`src/sv/hngr_pkg.sv`:
```
// Package for the hashed n-gram id block: sizes, codes and shared types.
package hngr_pkg;

  localparam int NE_N        = 4;
  localparam int NE_K        = 4;
  localparam int HIST_DEPTH  = NE_N - 1;
  localparam int SLOT_DEPTH  = (NE_N - 1) * NE_K;
  localparam int WT_DEPTH    = SLOT_DEPTH * NE_N;
  localparam int SLOT_W      = $clog2(SLOT_DEPTH);
  localparam int WT_W        = $clog2(WT_DEPTH);
  localparam int HCNT_W      = $clog2(NE_N);
  localparam int J_W         = $clog2(NE_N + 1);
  localparam int N_W         = $clog2(NE_N);
  localparam int K_W         = $clog2(NE_K + 1);
  localparam int VAL_W       = 31;
  localparam int TOK_W       = 32;
  localparam int PROD_W      = 2 * VAL_W;
  localparam int CNT_W       = $clog2(PROD_W);
  localparam int CFG_W       = 4;
  localparam int QDEPTH      = 2;

  typedef enum logic [1:0] {
    REQ_WEIGHT  = 2'd0,
    REQ_MODULUS = 2'd1,
    REQ_OFFSET  = 2'd2,
    REQ_TOKEN   = 2'd3
  } req_t;

  typedef enum logic {
    REG_GRAMS  = 1'b0,
    REG_HASHES = 1'b1
  } reg_idx_t;

  typedef enum logic [2:0] {
    B_IDLE,
    B_RDSLOT,
    B_SLOTDATA,
    B_TERM,
    B_MUL,
    B_DIV,
    B_ACC,
    B_RESULT
  } back_state_t;

  typedef struct packed {
    logic [TOK_W-1:0]                  tok;
    logic [HIST_DEPTH-1:0][TOK_W-1:0]  hist;
    logic [HCNT_W-1:0]                 hcount;
  } job_t;

  typedef struct packed {
    logic [SLOT_W-1:0] slot;
    logic [TOK_W-1:0]  id;
    logic              last;
  } res_t;

  typedef struct packed {
    logic             we;
    logic [WT_W-1:0]  addr;
  } wt_wr_t;

  typedef struct packed {
    logic              we;
    logic [SLOT_W-1:0] addr;
  } slot_wr_t;

endpackage

```
`src/sv/hngr_queue.sv`:
```
// Short queue of token jobs between the front and back parts.
module hngr_queue
  import hngr_pkg::*;
(
  input  logic clk,
  input  logic rst,
  input  logic push,
  input  job_t din,
  output logic full,
  input  logic pop,
  output job_t dout,
  output logic empty
);

  localparam int PTR_W = $clog2(QDEPTH);

  job_t                   entries [QDEPTH];
  logic [PTR_W-1:0]       wr_ptr;
  logic [PTR_W-1:0]       rd_ptr;
  logic [$clog2(QDEPTH+1)-1:0] count;
  logic                   do_push;
  logic                   do_pop;

  assign full    = (count == ($clog2(QDEPTH+1))'(QDEPTH));
  assign empty   = (count == '0);
  assign do_push = push && !full;
  assign do_pop  = pop && !empty;
  assign dout    = entries[rd_ptr];

  always_ff @(posedge clk) begin
    if (rst) begin
      wr_ptr <= '0;
      rd_ptr <= '0;
      count  <= '0;
    end else begin
      if (do_push) begin
        wr_ptr <= (wr_ptr == PTR_W'(QDEPTH - 1)) ? '0 : wr_ptr + 1'b1;
      end
      if (do_pop) begin
        rd_ptr <= (rd_ptr == PTR_W'(QDEPTH - 1)) ? '0 : rd_ptr + 1'b1;
      end
      if (do_push && !do_pop) begin
        count <= count + 1'b1;
      end else if (do_pop && !do_push) begin
        count <= count - 1'b1;
      end
    end
  end

  always_ff @(posedge clk) begin
    if (do_push) begin
      entries[wr_ptr] <= din;
    end
  end

endmodule

```
`config.mk`:
```
export PLATFORM = sky130hd
export DESIGN_NAME = hngr_queue
export DESIGN_NICKNAME = d
export VERILOG_FILES = /design/src/sv/hngr_pkg.sv /design/src/sv/hngr_queue.sv
export SDC_FILE = /design/constraint.sdc
export NUM_CORES = 1
export LEC_CHECK = 0
export ABC_AREA = 1
export ABC_CLOCK_PERIOD_IN_PS = 7600
export BUFFER_PORTS_ARGS = -buffer_cell sky130_fd_sc_hd__buf_2
export CAP_MARGIN = 10
export CORE_ASPECT_RATIO = 0.5
export CORE_UTILIZATION = 35
export CTS_CLUSTER_SIZE = 12
export DETAILED_ROUTE_END_ITERATION = 8
export PLACE_DENSITY = 0.68
export SLEW_MARGIN = 20
export SYNTH_ARGS = -nofsm -noshare
export SYNTH_HDL_FRONTEND = slang
export SYNTH_SLANG_ARGS = --single-unit
export TNS_END_PERCENT = 50
```
`constraint.sdc`:
```
create_clock -name clk -period 7.6 [get_ports clk]
set_input_delay 0.38 -clock clk [delete_from_list [all_inputs] [get_ports clk]]
set_output_delay 0.38 -clock clk [all_outputs]
set_load 0.1 [all_outputs]
```
After elaboration in Yosys (flattened, before gate mapping)
Memory sizes are Yosys's and may differ from the RTL's. A register that Yosys moved wholly into a read port is not among the register bits.
Cells that the tools add are included.
- add/sub/neg operators: 4
- eq/ne operators: 1
- mux-type cells: 8
- reductions and logical operators: 10
- operators by type and width (cell ; number):
    $mux W1 ; 6
    $logic_and A1 B1 Y1 ; 4
    $logic_not A1 Y1 ; 4
    $mux W2 ; 2
    $add A1 B1 Y1 const B ; 2
    $add A2 B1 Y2 const B ; 1
    $eq A2 B2 Y1 const B ; 1
    $logic_not A2 Y1 ; 1
    $reduce_bool A2 Y1 ; 1
    $sub A2 B1 Y2 const B ; 1
- flip-flop bits (word level): 4
- memory bits (writable): 260
- bits of input ports: 134
- output and inout bits: 132
- word-level logic and storage cells: 27
- memories: 1
- memory list (memory ; words ; width ; rd ports ; clocked after Yosys merged registers in ; wr ports ; RTL line ; RTL):
    entries ; 2 ; 130 ; 1 ; 1 ; 1 ; hngr_queue.sv:17 ; job_t entries [QDEPTH];

Longest topological paths before layout
Gate-level depths: netlist of the first run.
- depth in word-level cells: 7
- mapped depth: 10
- gate-level depth less buffers: 10

Worst setup path before layout of the first run
OpenSTA, ideal clock, no wires.
- path kind: reg2reg
- start point: register count[0]
- end point: memory entries[0][0] in the netlist's numbering (enable)
- setup time: 621 ps
- arrival: 5959 ps
- required time: 6979 ps
- setup slack: 1020 ps
- cell stages (with the launch flop): 3
- buffers on the path: 0
- clock period less this slack: 6580 ps
- path through: dfxtp_1 -> o21ai_0 -> nor2_1
- cells in the longest elaborated chain, start to end: 5
- RTL lines (what ; RTL line ; RTL):
    start, declared ; hngr_queue.sv:20 ; logic [$clog2(QDEPTH+1)-1:0] count;
    start signal, assigned ; hngr_queue.sv:43 ; count <= count + 1'b1;
    start signal, assigned ; hngr_queue.sv:45 ; count <= count - 1'b1;
    $eq A2 B2 Y1 ; hngr_queue.sv:24 ; assign full = (count == ($clog2(QDEPTH+1))'(QDEPTH));
    $logic_not A1 Y1 ; hngr_queue.sv:26 ; assign do_push = push && !full;
    $logic_and A1 B1 Y1 ; hngr_queue.sv:26 ;
    $mux W1 ; hngr_queue.sv:51 ; if (do_push) begin
    $mux W1 (not written as such) ; hngr_queue.sv:52 ; entries[wr_ptr] <= din;
    end, declared ; hngr_queue.sv:17 ;
Every way passes these cells.

==> impl_metrics.xml, run 1 <==
<?xml version="1.0" encoding="UTF-8"?>
<metrics>
  <group name="setup_path">
    <metric name="cp-end-kind" unit="">output pin</metric>
    <metric name="crit_type" unit="">register to output pin</metric>
    <metric name="critical_path.max_stage_delay" unit="ns">0.88</metric>
    <metric name="critical_path.max_fanout" unit="">73</metric>
    <metric name="timing.critical_path.arrival" unit="ns">3.14</metric>
    <metric name="timing.critical_path.slowest_stage_cell" unit="">buf_4</metric>
    <metric name="timing.critical_path.required" unit="ns">7.22</metric>
    <metric name="timing.critical_path.from_type" unit="">register</metric>
    <metric name="crit_chain" unit="">buf_4, mux2_2, buf_2</metric>
  </group>
  <group name="detailed_routing">
    <metric name="wl_met2" unit="mm">11.2</metric>
    <metric name="drt_pre_antenna_iters" unit="">4</metric>
    <metric name="via_count" unit="">4996</metric>
    <metric name="m1WireLength" unit="mm">7.67</metric>
    <metric name="drtAntennaViolNets" unit="">0</metric>
    <metric name="drc_violations_left" unit="">0</metric>
    <metric name="met3_length" unit="microns">527</metric>
    <metric name="average_via_count_per_standard_cell" unit="">4.58</metric>
    <metric name="totalWireLength" unit="mm">20.2</metric>
    <metric name="detail_route.iter0.violations" unit="">224</metric>
    <metric name="wl_per_cell" unit="microns">18.5</metric>
    <metric name="topRoutingLayerUsed" unit="">met4</metric>
  </group>
  <group name="yosys">
    <metric name="synth.cell_area" unit="sq um">9650</metric>
    <metric name="ys_ff_latch" unit="">265</metric>
    <metric name="post_synth_main_area_contributors" unit="">edfxtp_1 (81%), mux2_2 (15%), buf_6 (1.2%)</metric>
    <metric name="synth_edf_count" unit="">260</metric>
    <metric name="xor_xnor_share_of_the_synthesized_area" unit="">0</metric>
    <metric name="combinational_family_with_the_most_area_after_synthesis" unit="">multiplexers</metric>
    <metric name="synth_top_cells_by_count" unit="">edfxtp_1 (260), mux2_2 (130), buf_6 (10)</metric>
    <metric name="yosysWarnings" unit="">0</metric>
    <metric name="ys_dominant_reg_cell" unit="">edfxtp_1</metric>
    <metric name="synth_most_common_cell" unit="">edfxtp_1</metric>
    <metric name="synth_compound_area_frac" unit="">0.00311</metric>
    <metric name="post_synth_fa_ha_maj_area_fraction" unit="">0.00130</metric>
    <metric name="synthDominantAreaCellType" unit="">edfxtp_1</metric>
    <metric name="syn-instance-count" unit="">441</metric>
    <metric name="post_synth_mux_area_share" unit="">0.152</metric>
    <metric name="synth_sequential_area_ratio" unit="">0.820</metric>
    <metric name="synth-simple-area-share" unit="">0.00687</metric>
    <metric name="post_synthesis_area_per_instance" unit="sq um">21.9</metric>
    <metric name="netlist.area_leader.share" unit="">0.809</metric>
    <metric name="async_flop_share" unit="">0</metric>
    <metric name="postSynthNetCount" unit="">576</metric>
    <metric name="synth.distinct_cells" unit="">15</metric>
  </group>
  <group name="floorplan">
    <metric name="die-height" unit="microns">119</metric>
    <metric name="core-area" unit="sq um">26700</metric>
    <metric name="placement_rows" unit="">42</metric>
    <metric name="die_area" unit="sq um">28300</metric>
    <metric name="initial_utilization" unit="">0.361</metric>
    <metric name="die-width" unit="microns">237</metric>
    <metric name="floorplan.io_pins" unit="">266</metric>
  </group>
  <group name="cells_and_area">
    <metric name="areaGrowthSynthToFinish" unit="%">25.2</metric>
    <metric name="multi_input_gate_area" unit="sq um">1590</metric>
    <metric name="final_util" unit="">0.452</metric>
    <metric name="ff_latch_area" unit="sq um">7910</metric>
    <metric name="finalNetCount" unit="">862</metric>
    <metric name="post_route_cells_drive_above_1_share" unit="">0.590</metric>
    <metric name="fillers" unit="">2325</metric>
  </group>
  <group name="power">
    <metric name="power.share.switching" unit="">0.459</metric>
    <metric name="power.share.sequential" unit="">0.363</metric>
    <metric name="powerDensity" unit="nW/um^2">439</metric>
    <metric name="p_total" unit="uW">5300</metric>
    <metric name="vdd_drop_max" unit="V">0.000219</metric>
    <metric name="total_switching_power" unit="uW">2430</metric>
    <metric name="power.clock.fraction" unit="">0.217</metric>
    <metric name="leakage" unit="uW">0.00446</metric>
    <metric name="cell_int_power" unit="uW">2860</metric>
    <metric name="combinationalPowerShare" unit="">0.419</metric>
  </group>
  <group name="min_path">
    <metric name="worstHoldPathType" unit="">primary input to register</metric>
  </group>
  <group name="clock_network">
    <metric name="cts_setup_buffers" unit="">0</metric>
    <metric name="clk_pin_slew_worst_paths" unit="ns">0.06</metric>
    <metric name="clock_tree.htree_level_count" unit="">1</metric>
    <metric name="clock_tree.buffer_depth" unit="">3</metric>
    <metric name="numCtsBuffers" unit="">27</metric>
    <metric name="post_cts_resize_count" unit="">0</metric>
    <metric name="holdBufCountCts" unit="">0</metric>
    <metric name="clock-sinks" unit="">265</metric>
    <metric name="clk_latency" unit="ns">0.53</metric>
    <metric name="cts_root_buffer" unit="">clkbuf_16</metric>
    <metric name="clock_tree_from_tritoncts" unit="">done</metric>
  </group>
  <group name="status">
    <metric name="outcome" unit="">complete, no violations</metric>
  </group>
  <group name="sta">
    <metric name="timing.final.setup_violations" unit="">0</metric>
    <metric name="relSlewSlack" unit="">0.335</metric>
    <metric name="final_min_period_over_clock_period" unit="">0.463</metric>
    <metric name="grt_setup_unrepaired" unit="">false</metric>
    <metric name="finalWorstSetupSlack" unit="ns">4.08</metric>
    <metric name="tns" unit="ns">0</metric>
    <metric name="max_clock_freq" unit="MHz">284</metric>
    <metric name="worst_tran_pin_value" unit="ns">0.998</metric>
    <metric name="finalHoldViolations" unit="">0</metric>
    <metric name="final.hold.worst_slack" unit="ns">0.0383</metric>
    <metric name="final_min_period" unit="ns">3.52</metric>
    <metric name="finalClockSkew" unit="ns">0.00963</metric>
    <metric name="maxSlewViolCount" unit="">0</metric>
  </group>
  <group name="global_route">
    <metric name="total_track_usage" unit="">0.140</metric>
    <metric name="antenna_found_initial" unit="">4</metric>
    <metric name="maximum_number_of_pins_on_one_net_before_global_route_repair" unit="">74</metric>
    <metric name="globalRoute.totalOverflow" unit="">0</metric>
    <metric name="grt_pass1_vias" unit="">5380</metric>
    <metric name="grt_pass1_wl" unit="mm">30.2</metric>
  </group>
  <group name="placement">
    <metric name="dp_worst_setup_slack" unit="ns">4.58</metric>
    <metric name="gp_congestion" unit="">0.757</metric>
    <metric name="portBuffers" unit="">265</metric>
    <metric name="hpwlAfterDp" unit="mm">13.3</metric>
  </group>
  <group name="flow_run">
    <metric name="max-cap-violations" unit="">0</metric>
  </group>
</metrics>
routing by layer:
| layer | GRT usage | vias to the layer above |
|---|---|---|
| met1 | 0.154 | 2561 |
| li1 | - | 2308 |
| met5 | 0 | - |
| met2 | 0.266 | 81 |
| met3 | 0.0250 | 46 |
| met4 | 0.0560 | 0 |
cell type report:
| class | count | share of cell area |
|---|---|---|
| Tap cell | 352 | 0.0365 |
| Sequential cell | 265 | 0.655 |
| Antenna cell | 4 | 0.000829 |
| Clock buffer | 33 | 0.0578 |
| Timing Repair Buffer | 271 | 0.114 |
| Clock inverter | 4 | 0.00207 |
| Inverter | 9 | 0.00280 |
| Multi-Input combinational cell | 153 | 0.131 |
cells in the final DEF (no fill, tap or decap), drive strengths merged:
cell | synthesis | routed
clkinv | 0 | 3
nand2 | 4 | 4
o21ai | 5 | 5
edfxtp | 260 | 260
nand3 | 1 | 1
ha | 1 | 1
diode | 0 | 4
nor2 | 9 | 9
mux2 | 130 | 130
and2 | 1 | 1
a21oi | 1 | 1
buf | 14 | 271
dfxtp | 5 | 5
inv | 9 | 10
clkbuf | 0 | 33
nand4 | 1 | 1
critical path: cells and delay by family, from the launching register on:
family,cells,cell delay (ns)
buf+inv,2,1.31
flops,1,0.83
mux,1,0.33
per-stage QoR:
step | area [sq um] | std cells
detailed placement | 11300 | 1050
CTS | 12100 | 1087
finish | 12100 | 1091
floorplan | 9650 | 441
global placement | 11300 | 1050
global route | 12100 | 1091
flip-flops by register name, summed over array words and instances, names as in the netlist, named ones only:
name / flops
count: 2
entries: 260
rd_ptr: 1
wr_ptr: 1
power by group through the flow:
stage	Clock (uW)	Sequential (uW)	Combinational (uW)
floorplan	0	1950	1950
global placement	0	1950	2220
detailed placement	0	1960	2230
CTS	1200	1930	2240
global route	1240	1950	2280
finish	1150	1930	2220
final timing paths:
kind | start | to | slack, ns | cells after the start
worst max register to register | count[0] | entries[0][9] | 5.19 | 4
worst min register to register | wr_ptr | wr_ptr | 0.54 | 2
worst min-delay path | din[29] | entries[1][29] | 0.04 | 1
worst max-delay path | register | dout[121] | 4.08 | 3
cells by family after synthesis:
| kind of cell | Yosys count |
|---|---|
| mux | 130 |
| simple gates | 16 |
| compound gates | 6 |
| buf+inv | 23 |
| fa+ha+maj | 1 |
| flops | 265 |
No activity file was read; power rests on OpenSTA's default activity.
==> run 2: changes to the inputs <==
ABC_AREA = 0   (was 1)
ABC_CLOCK_PERIOD_IN_PS = 3440   (was 7600)
clock period = 3.44 ns   (was 7.6 ns; I/O delays follow)
==> run 2 against run 1 <==
- hold slack better by 0.030 ns
- synthesized area is 0.26% lower
- final cell count is 11% higher
- die area is 0.26% lower
- first-iteration DRC count is 29% higher
- combinational power grew to 2.6 times the previous value
- clock skew is 0.013 ns higher
- total power is 140% higher
- largest cell class unchanged
- highest routed layer unchanged
==> impl_metrics.xml, run 2 <==
<?xml version="1.0" encoding="UTF-8"?>
<metrics>
  <group name="yosys">
    <metric name="ys_dominant_reg_cell" unit="">edfxtp_1</metric>
    <metric name="syn-instance-count" unit="">429</metric>
    <metric name="synth.cell_area" unit="sq um">9620</metric>
    <metric name="post_synthesis_area_per_instance" unit="sq um">22.4</metric>
    <metric name="yosysWarnings" unit="">0</metric>
    <metric name="synthDominantAreaCellType" unit="">edfxtp_1</metric>
    <metric name="synth_edf_count" unit="">260</metric>
    <metric name="synth.distinct_cells" unit="">15</metric>
    <metric name="post_synth_main_area_contributors" unit="">edfxtp_1 (81%), mux2_2 (15%), buf_6 (1.2%)</metric>
    <metric name="netlist.area_leader.share" unit="">0.811</metric>
    <metric name="synth_sequential_area_ratio" unit="">0.822</metric>
    <metric name="synth_most_common_cell" unit="">edfxtp_1</metric>
    <metric name="ys_ff_latch" unit="">265</metric>
    <metric name="postSynthNetCount" unit="">564</metric>
    <metric name="async_flop_share" unit="">0</metric>
    <metric name="synth_top_cells_by_count" unit="">edfxtp_1 (260), mux2_2 (130), buf_6 (10)</metric>
  </group>
  <group name="power">
    <metric name="cell_int_power" unit="uW">6680</metric>
    <metric name="combinationalPowerShare" unit="">0.454</metric>
    <metric name="powerDensity" unit="nW/um^2">940</metric>
    <metric name="total_switching_power" unit="uW">5970</metric>
    <metric name="power.share.switching" unit="">0.472</metric>
    <metric name="leakage" unit="uW">0.00501</metric>
    <metric name="power.share.sequential" unit="">0.333</metric>
    <metric name="vdd_drop_max" unit="V">0.000442</metric>
    <metric name="power.clock.fraction" unit="">0.213</metric>
  </group>
  <group name="clock_network">
    <metric name="cts_setup_buffers" unit="">0</metric>
    <metric name="numCtsBuffers" unit="">26</metric>
    <metric name="clock_tree.buffer_depth" unit="">3</metric>
    <metric name="clock_tree.htree_level_count" unit="">1</metric>
    <metric name="clk_pin_slew_worst_paths" unit="ns">0.06</metric>
    <metric name="cts_root_buffer" unit="">clkbuf_16</metric>
    <metric name="clock_tree_from_tritoncts" unit="">done</metric>
    <metric name="clock-sinks" unit="">265</metric>
    <metric name="clk_latency" unit="ns">0.54</metric>
  </group>
  <group name="detailed_routing">
    <metric name="totalWireLength" unit="mm">22.0</metric>
    <metric name="drtAntennaViolNets" unit="">0</metric>
    <metric name="wl_per_cell" unit="microns">18.2</metric>
    <metric name="drt_pre_antenna_iters" unit="">4</metric>
    <metric name="average_via_count_per_standard_cell" unit="">4.55</metric>
    <metric name="drc_violations_left" unit="">0</metric>
    <metric name="detail_route.iter0.violations" unit="">290</metric>
    <metric name="via_count" unit="">5520</metric>
  </group>
  <group name="sta">
    <metric name="finalClockSkew" unit="ns">0.0227</metric>
    <metric name="maxSlewViolCount" unit="">0</metric>
    <metric name="final.hold.worst_slack" unit="ns">0.0683</metric>
    <metric name="relSlewSlack" unit="">0.643</metric>
    <metric name="final_min_period_over_clock_period" unit="">0.728</metric>
    <metric name="timing.final.setup_violations" unit="">0</metric>
    <metric name="final_min_period" unit="ns">2.51</metric>
    <metric name="finalHoldViolations" unit="">0</metric>
    <metric name="worst_tran_pin_value" unit="ns">0.536</metric>
    <metric name="grt_setup_unrepaired" unit="">false</metric>
    <metric name="max_clock_freq" unit="MHz">399</metric>
  </group>
  <group name="floorplan">
    <metric name="core-area" unit="sq um">26700</metric>
    <metric name="die-width" unit="microns">237</metric>
    <metric name="floorplan.io_pins" unit="">266</metric>
    <metric name="die-height" unit="microns">119</metric>
    <metric name="die_area" unit="sq um">28200</metric>
    <metric name="initial_utilization" unit="">0.361</metric>
    <metric name="placement_rows" unit="">42</metric>
  </group>
  <group name="placement">
    <metric name="place_inst" unit="">1039</metric>
    <metric name="hpwlAfterDp" unit="mm">13.7</metric>
    <metric name="gp_congestion" unit="">0.766</metric>
    <metric name="portBuffers" unit="">265</metric>
  </group>
  <group name="global_route">
    <metric name="met3_usage" unit="">0.0271</metric>
    <metric name="grt_pass1_vias" unit="">5966</metric>
    <metric name="grt_util_met1" unit="">0.158</metric>
    <metric name="globalRoute.busiestLayer" unit="">met2</metric>
    <metric name="total_track_usage" unit="">0.152</metric>
    <metric name="globalRoute.totalOverflow" unit="">0</metric>
    <metric name="maximum_number_of_pins_on_one_net_before_global_route_repair" unit="">64</metric>
    <metric name="antenna_found_initial" unit="">2</metric>
    <metric name="global_route.usage.met2" unit="">0.298</metric>
    <metric name="grt_pass1_wl" unit="mm">32.7</metric>
  </group>
  <group name="cells_and_area">
    <metric name="commonest_non_fill_non_tap_cell_in_the_layout" unit="">buf_2</metric>
    <metric name="largest_register_ff_count" unit="">260</metric>
    <metric name="registers_with_the_most_flip_flops" unit="">entries: 260 flops, count: 2 flops</metric>
    <metric name="max_flop_register" unit="">entries</metric>
    <metric name="final_cells" unit="">1214</metric>
    <metric name="post_route_cells_drive_above_1_share" unit="">0.506</metric>
    <metric name="fillers" unit="">2199</metric>
    <metric name="areaGrowthSynthToFinish" unit="%">39.8</metric>
    <metric name="finalNetCount" unit="">981</metric>
    <metric name="commonest_cells_after_routing_fill_and_taps_aside" unit="">buf_2 (265), edfxtp_1 (260), dlygate4sd3_1 (131), mux2_2 (130), clkbuf_16 (26)</metric>
  </group>
  <group name="setup_path">
    <metric name="timing.critical_path.slowest_stage_cell" unit="">dfxtp_4</metric>
    <metric name="timing.critical_path.required" unit="ns">3.27</metric>
    <metric name="critical_path.max_fanout" unit="">33</metric>
    <metric name="crit_type" unit="">register to output pin</metric>
    <metric name="timing.critical_path.from_type" unit="">register</metric>
    <metric name="cp-end-kind" unit="">output pin</metric>
    <metric name="timing.critical_path.arrival" unit="ns">2.33</metric>
    <metric name="timing.reg2reg.setup_slack" unit="ns">1.32</metric>
    <metric name="critical_path.reg2reg.startpoint" unit="">count[0]</metric>
    <metric name="crit_chain" unit="">buf_4, mux2_2, buf_2</metric>
    <metric name="rr_worst_depth" unit="">4</metric>
    <metric name="critical_path.max_stage_delay" unit="ns">0.64</metric>
    <metric name="crit-reg2reg-capture" unit="">entries[1][18]</metric>
  </group>
  <group name="min_path">
    <metric name="endpoint_of_the_worst_hold_path" unit="">rd_ptr</metric>
    <metric name="worstHoldPathType" unit="">primary input to register</metric>
    <metric name="hold_start" unit="">pop</metric>
    <metric name="worst_hold_path.num_cells" unit="">4</metric>
  </group>
  <group name="flow_run">
    <metric name="max-cap-violations" unit="">0</metric>
  </group>
  <group name="status">
    <metric name="outcome" unit="">complete, no violations</metric>
  </group>
</metrics>
-- run 2: cell types whose count changed in the layout (fill, tap and decap cells not counted), moves of 3 or more --
| cell | previous run | this run |
|---|---|---|
| nand2_1 | 4 | 0 |
| buf_12 | 0 | 4 |
| dlygate4sd3_1 | 0 | 131 |
| xor2_1 | 0 | 3 |
| buf_4 | 6 | 3 |
| inv_1 | 9 | 1 |
| clkbuf_1 | 6 | 12 |
-- run 2: worst max path at each step --
stage	start	to	slack [ns]	cells after the start
2_1_floorplan	count[1]	entries[0][0]	-0.61	3
4_1_cts	register	dout[24]	0.89	3
3_3_place_gp	count[0]	entries[1][24]	1.41	4
3_5_place_dp	count[0]	entries[1][18]	1.33	4
5_1_grt	register	dout[18]	0.81	3
6_report	register	dout[24]	0.93	3
-- run 2: logic make-up (layout without fill, tap and decap cells) --
group / Yosys count / after routing / share of synthesized area
compound gates: 5 / 5 / 0.00260
flops: 265 / 265 / 0.822
mux: 130 / 130 / 0.152
xor+xnor: 3 / 3 / 0.00273
fa+ha+maj: 1 / 1 / 0.00130
other cells: 0 / 2 / 0
buf+inv: 16 / 447 / 0.0148
simple gates: 9 / 9 / 0.00481
-- run 2: area by class of cell --
type,count,area [sq um],area share
multi-input cells,148,1580,0.117
well taps,352,440,0.0327
clock inverters,4,80.1,0.00595
diodes,2,5.00,0.000372
repair buffers,403,2740,0.204
clock buffers,38,696,0.0517
inverters,2,10.0,0.000744
flip-flops and latches,265,7910,0.588
-- run 2: what timing repair did --
item	CTS	global route
hold buffers	131	0
resized for setup	0	0
hold endpoints to repair	265	0
-- run 2: routing by layer --
layer	share of wire	vias up
li1	-	2546
met1	0.36	2798
met2	0.57	118
met3	0.033	58
met4	0.038	0
met5	0	-
-- run 2: power groups by stage --
stage | Combinational, uW | Sequential (uW) | Clock, uW
2_1_floorplan | 4890 | 4230 | 0
3_3_place_gp | 5620 | 4250 | 0
3_5_place_dp | 5640 | 4280 | 0
4_1_cts | 5780 | 4210 | 2760
5_1_grt | 5890 | 4250 | 2880
6_report | 5750 | 4210 | 2700
-- run 2: worst max-delay path: cells and delay by family, from the launching register on --
kind	cells	cell delay (ns)
flops	1	0.64
buf+inv	2	0.72
mux	1	0.39
-- run 2: through the flow --
step	setup WS, ns	total power (uW)	util	instance area, sq um	TNS, ns
floorplan	-0.613	9120	-	9630	-79.71
global placement	1.41	9870	0.426	11400	0
detailed placement	1.33	9920	0.426	11400	0
CTS	0.887	12700	0.504	13500	0
global route	0.805	13000	0.504	13500	0
finish	0.934	12700	0.504	13500	0
